**src/sv/infix_expression_evaluator_core_assert.svh**
```systemverilog
// Assertion macros for the expression evaluator
`ifndef INFIX_EXPRESSION_EVALUATOR_CORE_ASSERT_SVH
`define INFIX_EXPRESSION_EVALUATOR_CORE_ASSERT_SVH
`ifndef SYNTHESIS
`define IEE_ASSERT_IMP(label, clk, rst_n, pre, post) \
  label: assert property (@(posedge clk) disable iff (!rst_n) (pre) |-> (post)) \
    else $error("assertion failed");
`define IEE_ASSERT_NXT(label, clk, rst_n, pre, post) \
  label: assert property (@(posedge clk) disable iff (!rst_n) (pre) |=> (post)) \
    else $error("assertion failed");
`else
`define IEE_ASSERT_IMP(label, clk, rst_n, pre, post)
`define IEE_ASSERT_NXT(label, clk, rst_n, pre, post)
`endif
`endif

```
**src/sv/iee_pkg.sv**
```systemverilog
package iee_pkg;
  localparam logic [7:0] CH_MINUS = 8'h2d;
  localparam logic [7:0] CH_PLUS  = 8'h2b;
  localparam logic [7:0] CH_MUL   = 8'h2a;
  localparam logic [7:0] CH_DIV   = 8'h2f;
  localparam logic [7:0] CH_POW   = 8'h5e;
  localparam logic [7:0] CH_OPEN  = 8'h28;
  localparam logic [7:0] CH_CLOSE = 8'h29;
  localparam logic [7:0] CH_A     = 8'h61;
  localparam logic [7:0] CH_Z     = 8'h7a;
  localparam int NUM_VARS = 26;

  typedef enum logic [3:0] {
    ST_IDLE, ST_DISPATCH, ST_OPREAD, ST_OPWAIT, ST_EMIT, ST_EXEC, ST_CLOSE_DROP,
    ST_PUSHOP, ST_FINAL, ST_DONE
  } ctl_state_t;

  // controller to datapath commands
  typedef struct packed {
    logic load_char;     // latch character and operand work
    logic op_read;       // issue operator stack top read
    logic op_pop;        // decrement operator count
    logic op_push;       // push latched character
    logic emit_top;      // send popped operator symbol, apply it
    logic emit_char;     // send latched operand symbol, push it
    logic emit_final;    // send final value, clear stacks
    logic alu_start;     // not used by the datapath; arithmetic starts after its own operand pops
  } dp_cmd_t;

  // datapath to controller status
  typedef struct packed {
    logic       op_empty;
    logic [7:0] op_top;
    logic       below_ok;   // an entry sits under the top
    logic [7:0] op_below;   // entry under the top
    logic       out_busy;   // output register full and held
    logic       alu_busy;
  } dp_sts_t;

  function automatic logic [2:0] prio(input logic [7:0] c);
    logic [2:0] p;
    p = 3'd0;
    case (c)
      CH_PLUS, CH_MINUS: p = 3'd1;
      CH_MUL, CH_DIV:    p = 3'd2;
      CH_POW:            p = 3'd3;
      CH_OPEN, CH_CLOSE: p = 3'd4;
      default:           p = 3'd0;
    endcase
    return p;
  endfunction
endpackage

```
**src/sv/iee_ctrl.sv**
```systemverilog
`include "infix_expression_evaluator_core_assert.svh"
module iee_ctrl (
  input  logic             clk,
  input  logic             rst_n,
  input  logic             in_valid,
  output logic             in_stall,
  input  logic             in_kind,
  input  logic [7:0]       in_symbol,
  input  logic             in_last_symbol,
  output logic             var_we,
  output logic             last_res,
  output iee_pkg::dp_cmd_t cmd,
  input  iee_pkg::dp_sts_t sts
);
  import iee_pkg::*;

  ctl_state_t state_r, state_nxt;
  logic [7:0] ch_r;
  logic       last_r, last_nxt;
  logic       mode_r, mode_nxt; // 1 while flushing at end
  logic       acc;
  logic [2:0] pc;
  logic       gate;  // can emit: output free and arithmetic idle

  assign acc = in_valid && !in_stall;
  assign pc  = prio(ch_r);
  assign gate = !sts.out_busy && !sts.alu_busy;

  always_ff @(posedge clk) begin
    if (!rst_n) begin
      state_r <= ST_IDLE; last_r <= 1'b0; mode_r <= 1'b0;
    end else begin
      state_r <= state_nxt; last_r <= last_nxt; mode_r <= mode_nxt;
    end
    if (acc) ch_r <= in_symbol;
  end

  // sequence one character through the stacks
  always_comb begin
    state_nxt = state_r; last_nxt = last_r; mode_nxt = mode_r;
    cmd = '0; in_stall = 1'b1; var_we = 1'b0; last_res = 1'b0;
    unique case (state_r)
      ST_IDLE: begin
        in_stall = sts.alu_busy;
        if (acc) begin
          var_we = !in_kind;
          if (in_kind) begin
            cmd.load_char = 1'b1; last_nxt = in_last_symbol; mode_nxt = 1'b0;
            state_nxt = ST_DISPATCH;
          end
        end
      end
      ST_DISPATCH: begin
        if (pc == 3'd0) begin
          if (gate) begin
            cmd.emit_char = 1'b1; last_res = !last_r;
            state_nxt = last_r ? ST_OPREAD : ST_IDLE; mode_nxt = last_r;
          end
        end else if (ch_r == CH_OPEN) begin
          state_nxt = ST_PUSHOP;
        end else begin
          state_nxt = ST_OPREAD;
        end
      end
      ST_OPREAD: begin
        if (sts.op_empty) begin
          state_nxt = mode_r ? ST_FINAL : (ch_r == CH_CLOSE ? ST_DONE : ST_PUSHOP);
        end else begin
          cmd.op_read = 1'b1; state_nxt = ST_OPWAIT;
        end
      end
      ST_OPWAIT: state_nxt = ST_EMIT;
      ST_EMIT: begin
        if (mode_r) begin
          if (sts.op_top == CH_OPEN) begin
            cmd.op_pop = 1'b1; state_nxt = ST_OPREAD;
          end else if (gate) begin
            cmd.emit_top = 1'b1; cmd.op_pop = 1'b1; state_nxt = ST_OPREAD;
          end
        end else if (sts.op_top == CH_OPEN) begin
          state_nxt = (ch_r == CH_CLOSE) ? ST_CLOSE_DROP : ST_PUSHOP;
        end else if (ch_r != CH_CLOSE && prio(sts.op_top) < pc) begin
          state_nxt = ST_PUSHOP;
        end else if (gate) begin
          cmd.emit_top = 1'b1; cmd.op_pop = 1'b1; state_nxt = ST_OPREAD;
          // flag the beat when the entry below stops the pop loop
          last_res = !last_r && (!sts.below_ok || sts.op_below == CH_OPEN ||
                     (ch_r != CH_CLOSE && prio(sts.op_below) < pc));
        end
      end
      ST_CLOSE_DROP: begin
        cmd.op_pop = 1'b1; state_nxt = ST_DONE;
      end
      ST_PUSHOP: begin
        cmd.op_push = 1'b1; state_nxt = ST_DONE;
      end
      ST_DONE: begin
        if (last_r) begin
          mode_nxt = 1'b1; state_nxt = ST_OPREAD;
        end else if (!sts.alu_busy) begin
          state_nxt = ST_IDLE;
        end
      end
      ST_FINAL: begin
        if (gate) begin
          cmd.emit_final = 1'b1; state_nxt = ST_IDLE; mode_nxt = 1'b0;
        end
      end
      default: state_nxt = ST_IDLE;
    endcase
  end

  `IEE_ASSERT_NXT(a_acc_leaves, clk, rst_n, acc && in_kind, state_r == ST_DISPATCH)
  `IEE_ASSERT_IMP(a_final_gated, clk, rst_n, cmd.emit_final, !sts.out_busy && !sts.alu_busy)
  `IEE_ASSERT_IMP(a_stall_busy, clk, rst_n, state_r != ST_IDLE, in_stall)
endmodule

```
**config.mk**
```make
export PLATFORM = sky130hd
export DESIGN_NAME = iee_ctrl
export DESIGN_NICKNAME = d
export VERILOG_FILES = /design/src/sv/iee_pkg.sv /design/src/sv/iee_ctrl.sv
export VERILOG_INCLUDE_DIRS = /design/src /design/src/sv
export SDC_FILE = /design/constraint.sdc
export NUM_CORES = 1
export LEC_CHECK = 0
export ABC_AREA = 1
export BUFFER_PORTS_ARGS = -buffer_cell sky130_fd_sc_hd__buf_2
export CAP_MARGIN = 10
export CORE_ASPECT_RATIO = 0.6
export CORE_MARGIN = 1
export CORE_UTILIZATION = 30
export DETAILED_ROUTE_END_ITERATION = 8
export PLACE_DENSITY = 0.6
export SLEW_MARGIN = 20
export SYNTH_ARGS = -nofsm -noshare
export SYNTH_HDL_FRONTEND = slang
export SYNTH_SLANG_ARGS = --single-unit
```
**constraint.sdc**
```tcl
create_clock -name clk -period 3.1 [get_ports clk]
set_clock_uncertainty 0.05 [all_clocks]
set_input_delay 0.62 -clock clk [delete_from_list [all_inputs] [get_ports clk]]
set_output_delay 0.62 -clock clk [all_outputs]
set_load 0.1 [all_outputs]
```
# [Yosys cells after proc, flatten, opt, wreduce, memory -nomap -nowiden]
# Index checks and enable logic that the tools add are counted.
[totals] word_cells=138 latch_bits=0 mem_bits_ro=0 out_inout_bits=11 memories=0 ramBits=0 register_bits=14
[op_classes] n_mul=0 addsub=0 shifts=0 n_lt_le_gt_ge=2 eq_ne=38 n_mux=65 div=0 reduce_logical=29 bitwise_logic=0
[ops] op="$eq 8x6->1 const B" n=18
[ops] op="$mux 4" n=15
[ops] op="$pmux 3 s4" n=3
[ops] op="$mux 1" n=33
[ops] op="$pmux 4 s8" n=1
[ops] op="$mux 3" n=9
[ops] op="$eq 8x7->1 const B" n=3
[ops] op="$reduce_or 2->1" n=10
[ops] op="$eq 4x3->1 const B" n=3
[ops] op="$ne 2x2->1 const B" n=6
[ops] op="$eq 4x2->1 const B" n=2
[ops] op="$eq 4x4->1 const B" n=2
[ops] op="$ne 8x6->1 const B" n=1
[ops] op="$reduce_and 7->1" n=1
[ops] op="$logic_not 1->1" n=6
[ops] op="$lt 3x3->1" n=2
[ops] op="$ne 3x3->1 const B" n=2
[ops] op="$logic_and 1x1->1" n=5
[ops] op="$reduce_and 5->1" n=1
[ops] op="$eq 4x1->1 const B" n=1
[ops] op="$logic_not 4->1" n=1
[ops] op="$pmux 1 s2" n=2
[ops] op="$pmux 1 s4" n=1
[ops] op="$reduce_bool 4->1" n=1
[ops] op="4 further kinds" n=5

# [Longest topological paths before layout]
# Gate-level depths: netlist of run 1.
[depth] ltp_word=21 depth_mapped=16

# [Least setup slack after synthesis of run 1]
# OpenSTA, ideal clock, no wires.
[synth_path] kind="register to output" from="reg ch_r[0]" to="out last_res" path_stages_with_launch=11 arrival_ns=3.510 path_slack_ns=-1.080 n_path_buf=0 cell_sequence="edfxtp_1 -> inv_1 -> nor2_2 -> nand2_1 -> nand2_1 -> nand2_1 -> nand2_1 -> nand3b_4 -> nor3_2 -> a21oi_1 -> nor2_1"
[synth_via] elab_chain_cells=12 word_cells_on_any_way=25 cone_classes="2 x order compare; 8 x eq/ne; 7 x mux; 8 x reduce/logical"
[synth_lines] element="from (decl)" line_no="iee_ctrl.sv:18" rtl="logic [7:0] ch_r;"
[synth_lines] element="from (signal assigned)" line_no="iee_ctrl.sv:35" rtl="if (acc) ch_r <= in_symbol;"
[synth_lines] element="$eq 8x6->1" line_no="iee_pkg.sv:43" rtl="case (c)"
[synth_lines] element="$reduce_or 2->1" line_no="iee_pkg.sv:43"
[synth_lines] element="$pmux 3 s4" line_no="iee_pkg.sv:43"
[synth_lines] element="$lt 3x3->1" line_no="iee_ctrl.sv:88" rtl="(ch_r != CH_CLOSE && prio(sts.op_below) < pc));"
[synth_lines] element="$logic_and 1x1->1" line_no="iee_ctrl.sv:88"
[synth_lines] element="$logic_or 1x1->1" line_no="iee_ctrl.sv:87" rtl="last_res = !last_r && (!sts.below_ok || sts.op_below == CH_OPEN ||"
[synth_lines] element="$logic_and 1x1->1" line_no="iee_ctrl.sv:87"
[synth_lines] element="$mux 1" line_no="iee_ctrl.sv:84" rtl="end else if (gate) begin"
[synth_lines] element="$mux 1" line_no="iee_ctrl.sv:82" rtl="end else if (ch_r != CH_CLOSE && prio(sts.op_top) < pc) begin"
[synth_lines] element="$mux 1" line_no="iee_ctrl.sv:80" rtl="end else if (sts.op_top == CH_OPEN) begin"
[synth_lines] element="$mux 1" line_no="iee_ctrl.sv:74" rtl="if (mode_r) begin"
[synth_lines] element="$pmux 1 s2 (*)" line_no="iee_ctrl.sv:42" rtl="unique case (state_r)"
[synth_lines] element="to (decl)" line_no="iee_ctrl.sv:11" rtl="output logic last_res,"
# Every way passes the cells marked *; elsewhere a longest branch is shown, timed or not.

==> results of run 1 <==
worst min-delay path: cells and delay by family, from the launching register on:
family | cells | cell delay, ps
simple gates | 1 | 90
compound gates | 1 | 50
flops | 1 | 340
state kept, by name, indices dropped and copies added (netlist names):
register,flops
mode_r,1
ch_r,8
last_r,1
state_r,4
Yosys cell counts:
| master | instances | area, um^2 |
|---|---|---|
| a31oi_1 | 3 | 18.8 |
| nand4_1 | 4 | 25.0 |
| clkinv_2 | 1 | 5.00 |
| a32o_1 | 1 | 10.0 |
| a21oi_2 | 2 | 17.5 |
| edfxtp_1 | 8 | 240 |
| nand3_4 | 1 | 17.5 |
| nor3_1 | 6 | 30.0 |
| conb_1 | 1 | 3.75 |
| nand3_2 | 2 | 20.0 |
| o22ai_2 | 1 | 12.5 |
| nand2_1 | 46 | 173 |
| inv_1 | 40 | 150 |
| buf_4 | 1 | 7.51 |
| nor3_2 | 1 | 10.0 |
| o21ai_1 | 3 | 15.0 |
| nand3b_4 | 1 | 20.0 |
| nand2_4 | 1 | 11.3 |
| o21ai_0 | 3 | 15.0 |
| o211ai_1 | 1 | 7.51 |
| and3_1 | 1 | 6.26 |
| nor2_2 | 8 | 50.1 |
| nand2_2 | 2 | 12.5 |
| or2_1 | 1 | 6.26 |
| ha_1 | 4 | 50.1 |
| a22oi_1 | 1 | 7.51 |
| a21oi_1 | 10 | 50.1 |
| nand3_1 | 14 | 70.1 |
| o21ai_2 | 1 | 8.76 |
| o32ai_1 | 1 | 8.76 |
| dfxtp_1 | 6 | 120 |
| a211oi_1 | 1 | 7.51 |
| nor2_4 | 3 | 33.8 |
| nor2_1 | 34 | 128 |
| inv_2 | 8 | 30.0 |
| o21bai_1 | 1 | 7.51 |
cell type report:
cell class              instances  area (um^2)
clock buffers                   3         41.3
clock inverters                 1         3.75
fillers                       436         2250
inverters                      49          185
multi-input cells             159          968
flip-flops and latches         14          360
well taps                      60         75.1
repair buffers                 62          422
metrics by stage:
stage                     cells  hold WS, ps
final                       348          480
after CTS                   346          481
after detailed placement    332          464
after global routing        348          486
after floorplan             223          442
after global placement      332          467
report_power, final:
part | total, mW | switching (mW) | leakage (nW) | internal, mW
combinational | 0.279 | 0.186 | 0.874 | 0.0924
clock | 0.157 | 0.0688 | 0.0231 | 0.0879
sequential | 0.225 | 0.0112 | 0.123 | 0.214
total | 0.661 | 0.266 | 1.02 | 0.394
path summary, 6_finish.rpt:
check / start / endpoint / slack (ps) / cells after the start
worst max-delay path: sts[18] / cmd[5] / -60 / 13
worst min register to register: state_r[0]$_SDFFE_PN0P_ / state_r[0]$_SDFFE_PN0P_ / 480 / 2
worst min-delay path: state_r[0]$_SDFFE_PN0P_ / state_r[0]$_SDFFE_PN0P_ / 480 / 2
worst max register to register: ch_r[6]$_DFFE_PP_ / state_r[1]$_SDFFE_PN0P_ / 230 / 21
metal layers:
metal,track usage (%),wire length (um)
met1,20.1,1870
met5,0,0
met3,3.96,245
met4,4.84,47
met2,25.2,1450
repair_timing:
item | CTS | global route
setup buffers | 10 | 3
resized for setup | 10 | 21
setup endpoints to repair | 2 | 4
pin swaps | 1 | 10
hold buffers | 0 | 0
logic make-up (layout without fill, tap and decap cells):
family	Yosys count	after routing
buffers and inverters	50	115
flip-flops	14	14
AO/OA/AOI/OAI	29	29
AND/OR/NAND/NOR	125	125
adder cells (fa/ha/maj)	4	4
other	1	1
==> results.toml, run 1 <==
[global_route]
grt_pass1_wl_um = 5910
grt_max_degree = 9
antenna_found_initial = 0
grt_pass1_vias = 1386
globalRouteTotalUtil_pct = 15.3
grt_overflow_total = 0

[clock_network]
cts_buffer_depth = 2
cts_tree = "built"
htree_levels = 1
cts_made_buffers = 3
clock_sinks = 14
clk_pin_slew_worst_paths_ps = 60
insertion_delay_ps = 250
clockRootBuffer = "clkbuf_8"

[route]
drt_wl_total_um = 3620
drt_first_iter_violations = 74
drcViolationCount = 0
vias_per_cell = 4.59
via_count = 1599
antenna_left = 0
wl_per_cell_um = 10.4
drtPass1Iterations = 4

[logic_synthesis]
synth_top_family_by_area = "simple AND/OR/NAND/NOR gates"
synth_mux_area_share_pct = 0
avgSynthCellArea_um2 = 6.31
synth.net_count = 260
synth_compound_gate_area_share_pct = 13.3
synth.yosys.seq_area_share_pct = 25.6
synth.distinct_cells = 36
synth-simple-area-share_pct = 43.6
ys_ff_latch = 14
syn_inst = 223
synth-xor-area-share_pct = 0
yosys_warnings = 0
syn-cell-area_mm2 = 0.00141
yosys.area_share.adder_pct = 3.56

[worst_setup_path]
cp_slowest_cell = "o32ai_4"
critical_path_required_ps = 2430
path_common_cell = "nand2_1"
end_kind = "primary output"
start_kind = "primary input"
critical_path_class = "primary input to primary output"
cp_cell_sequence = "buf_6 -> or2_4 -> buf_4 -> o32ai_4 -> ha_4 -> nand2_1 -> inv_1 -> nand2_2 -> nand2_1 -> nand2_1 -> nand2_1 -> a32o_2 -> buf_12"
critPathBufInv = 4
cp_max_fo = 2
cp_data_arrival_time_ps = 2490
slowest_delay_ps = 290
crit_family = "simple AND/OR/NAND/NOR gates"

[final_layout]
synthToLayoutAreaGrowth_pct = 46.2
final_common_cell = "nand2_1"
utilization_pct = 47.8
nets = 326
final_cell_mix = "nand2_1 (46), inv_1 (38), buf_2 (37)"
n_antenna_cell = 0
final_area_mm2 = 0.00206
drive_gt1_share_pct = 39.9

[placement]
dp_hpwl_um = 2820
place_ws_ps = -250
port_buffers = 42
gp_congestion = 0.817
dpl_cell_area_mm2 = 0.00177

[sta]
fin_crit_ps = 3160
setup_viol = 1
hold_viol_final = 0
period_share_pct = 102
final_max_slew_viol_count = 0
fin_setup_tns_ps = -55.9
rsz0062_at_grt = "yes"
setup_ws_ps = -55.9
timing.fmax_ghz = 0.317

[run]
max_cap_violations = 0

[power_and_ir_drop]
peakVddDrop_uv = 185
power.density_mw_per_mm2 = 321
leakage_nw = 1.02
p_total_mw = 0.661

[floorplanning]
die_area_mm2 = 0.00497
fp.dieH_um = 55.0
core_area_mm2 = 0.00430
start_util_pct = 32.7
num_rows = 18
io_pins = 44
die_w_um = 90.4

[status]
violations = "negative setup slack"
status = "complete, but fails checks"

[min_path]
hold_class = "flop to flop"
(Power assumes the default switching activity.)
==> run 2, diff against run 1 <==
ABC_AREA = not set   (was 1)
==> run 2 against run 1 <==
Net effect:
- critical path depth fell by 3
- utilization rose by 1.0 points
- highest routed layer unchanged
- worst hold slack improved by 12 ps
- synthesized area fell by 3.9%
- first-iteration DRC count fell by 24%
- total power fell by 14%
- critical path type unchanged
- fmax fell by 4.2%
- worst setup slack got worse by 140 ps
- synthesized cell count fell by 27%
- the flow still finishes with violations (negative setup slack)
- count of clock-buffer cells in the layout rose by 1
- via count fell by 8.0%
==> results.toml, run 2 <==
[status]
status = "complete, but fails checks"
violations = "negative setup slack"

[worst_setup_path]
cp_data_arrival_time_ps = 2620
critical_path_class = "primary input to primary output"
cp_cell_sequence = "buf_6 -> or4b_4 -> a21oi_2 -> a31oi_2 -> nor3b_2 -> ha_4 -> o211ai_4 -> and3_4 -> o31ai_4 -> buf_12"
cp_slowest_cell = "or4b_4"
slowest_delay_ps = 550
critical_path_required_ps = 2430
start_kind = "primary input"
end_kind = "primary output"
cp_max_fo = 3

[logic_synthesis]
synth.distinct_cells = 56
avgSynthCellArea_um2 = 8.29
syn_inst = 163
synth-edff-count = 8
yosys_warnings = 0
ys_async_sr_fraction_pct = 0
synth.net_count = 200
ys_ff_latch = 14
yosys.area.top_type = "edfxtp_1"
synth_top_area_share_pct = 17.8
synth.yosys.seq_area_share_pct = 26.7
ys.flop_type = "edfxtp_1"
yosysMostFrequentCell = "a21oi_1"
synth_area_leaders = "edfxtp_1 (18%), dfxtp_1 (8.9%), a21oi_1 (4.8%), ha_1 (3.7%), nand3_1 (3.7%)"
syn-cell-area_mm2 = 0.00135
synth_common_cells = "a21oi_1 (13), nand3_1 (10), o21ai_0 (10)"

[sta]
rsz0062_at_grt = "yes"
setup_viol = 3
hold_viol_final = 0
final_max_slew_viol_count = 0
fin_setup_tns_ps = -561
timing.fmax_ghz = 0.304
setup_ws_ps = -195
fin_crit_ps = 3290
period_share_pct = 106
hold_slack_ps = 492

[route]
wl_per_cell_um = 12.9
via_count = 1471
drt_first_iter_violations = 56
vias_per_cell = 5.11
antenna_left = 0
drtPass1Iterations = 4
drt_wl_total_um = 3710
drcViolationCount = 0

[floorplanning]
core_area_mm2 = 0.00421
fp.dieH_um = 54.0
die_area_mm2 = 0.00479
die_w_um = 88.6
start_util_pct = 32.1
num_rows = 18
io_pins = 44

[power_and_ir_drop]
p_total_mw = 0.570
leakage_nw = 0.808
power.density_mw_per_mm2 = 277
peakVddDrop_uv = 98.3

[global_route]
antenna_found_initial = 0
grt_busiest_layer = "met2"
grt_pass1_wl_um = 5840
met1_usage_pct = 22.8
globalRouteTotalUtil_pct = 16.1
grt_pass1_vias = 1261
grt_max_degree = 17
use_met2_pct = 24.1
use_met3_pct = 5.06
grt_overflow_total = 0

[placement]
gp_congestion = 0.849
place_ws_ps = -304
dp_hpwl_um = 2920
port_buffers = 42

[clock_network]
insertion_delay_ps = 250
htree_levels = 1
clk_pin_slew_worst_paths_ps = 60
cts_buffer_depth = 2
cts_tree = "built"
cts_made_buffers = 3
clockRootBuffer = "clkbuf_8"
clock_sinks = 14
postCtsHoldBufs = 0

[final_layout]
drive_gt1_share_pct = 46.1
regMostFlops = "ch_r"
reg_top3 = "ch_r (8), state_r (4)"
seq_area_um2 = 360
n_antenna_cell = 0
fillerInstances = 428
nets = 266
utilization_pct = 48.8
final_common_cell = "buf_2"
synthToLayoutAreaGrowth_pct = 52.1
final_cell_mix = "buf_2 (37), buf_4 (24), a21oi_1 (11)"
multiInputGateArea_mm2 = 0.00109
largest_reg_flops = 8

[run]
max_cap_violations = 0

[min_path]
hold_class = "primary input to flop"
-- run 2: cell types whose count changed in the layout (fill, tap and decap cells not counted), sizes merged, moves of 4 or more --
cell	previous run	this run
nor2b	0	6
nand3	17	10
nand4b	0	4
nor3b	0	5
inv	48	5
mux2i	0	4
nand2	49	8
buf	62	68
nor2	45	9
nand2b	0	4
-- run 2: area by class of cell --
| class | count | share of cell area [%] |
|---|---|---|
| clock buffer | 4 | 2.19 |
| inverter | 5 | 0.913 |
| multi-input combinational | 137 | 52.8 |
| sequential | 14 | 17.5 |
| tap | 60 | 3.65 |
| timing repair buffer | 68 | 22.9 |
-- run 2: what timing repair did --
action | CTS | global route
gates resized for setup | 6 | 19
gates cloned | 0 | 0
setup buffers | 1 | 0
pin swaps | 5 | 12
endpoints found under the setup margin | 3 | 3
-- run 2: layer usage --
metal	vias up	part of all wire (%)
met3	2	7.9
met2	44	41
met5	-	0
met4	0	0.24
met1	665	51
li1	760	-
-- run 2: critical path: cells and delay by family --
kind	cells	cell delay [ps]
simple gates	3	980
fa+ha+maj	1	180
compound gates	4	530
buf+inv	2	300
-- run 2: final timing paths --
| kind | depth (start not counted) | to | slack, ps | startpoint |
|---|---|---|---|---|
| min | 1 | ch_r[6]$_DFFE_PP_ | 490 | in_symbol[6] |
| min reg2reg | 2 | mode_r$_SDFFE_PN0P_ | 560 | mode_r$_SDFFE_PN0P_ |
| max reg2reg | 8 | state_r[2]$_SDFFE_PN0P_ | 780 | ch_r[4]$_DFFE_PP_ |
| max | 10 | cmd[5] | -190 | sts[15] |
-- run 2: through the flow --
step | std cells | area (um^2)
2_1_floorplan | 163 | 1390
3_3_place_gp | 283 | 1870
3_5_place_dp | 283 | 1870
4_1_cts | 288 | 1960
5_1_grt | 288 | 2060
6_report | 288 | 2060
-- run 2: cells by family (layout without fill, tap and decap cells) --
group	Yosys count	count (layout)	synth area share, %
buf+inv	12	77	3.61
simple gates	80	80	39.4
mux	4	4	2.96
flops	14	14	26.7
fa+ha+maj	4	4	3.70
xor+xnor	1	1	0.648
other cells	1	1	0.278
compound gates	47	47	22.8
-- run 2: report_power, final --
part	total (mW)	internal (mW)	leakage, nW	switching, mW
sequential	0.215	0.207	0.123	0.00746
clock	0.160	0.0910	0.0228	0.0694
combinational	0.194	0.0775	0.662	0.117
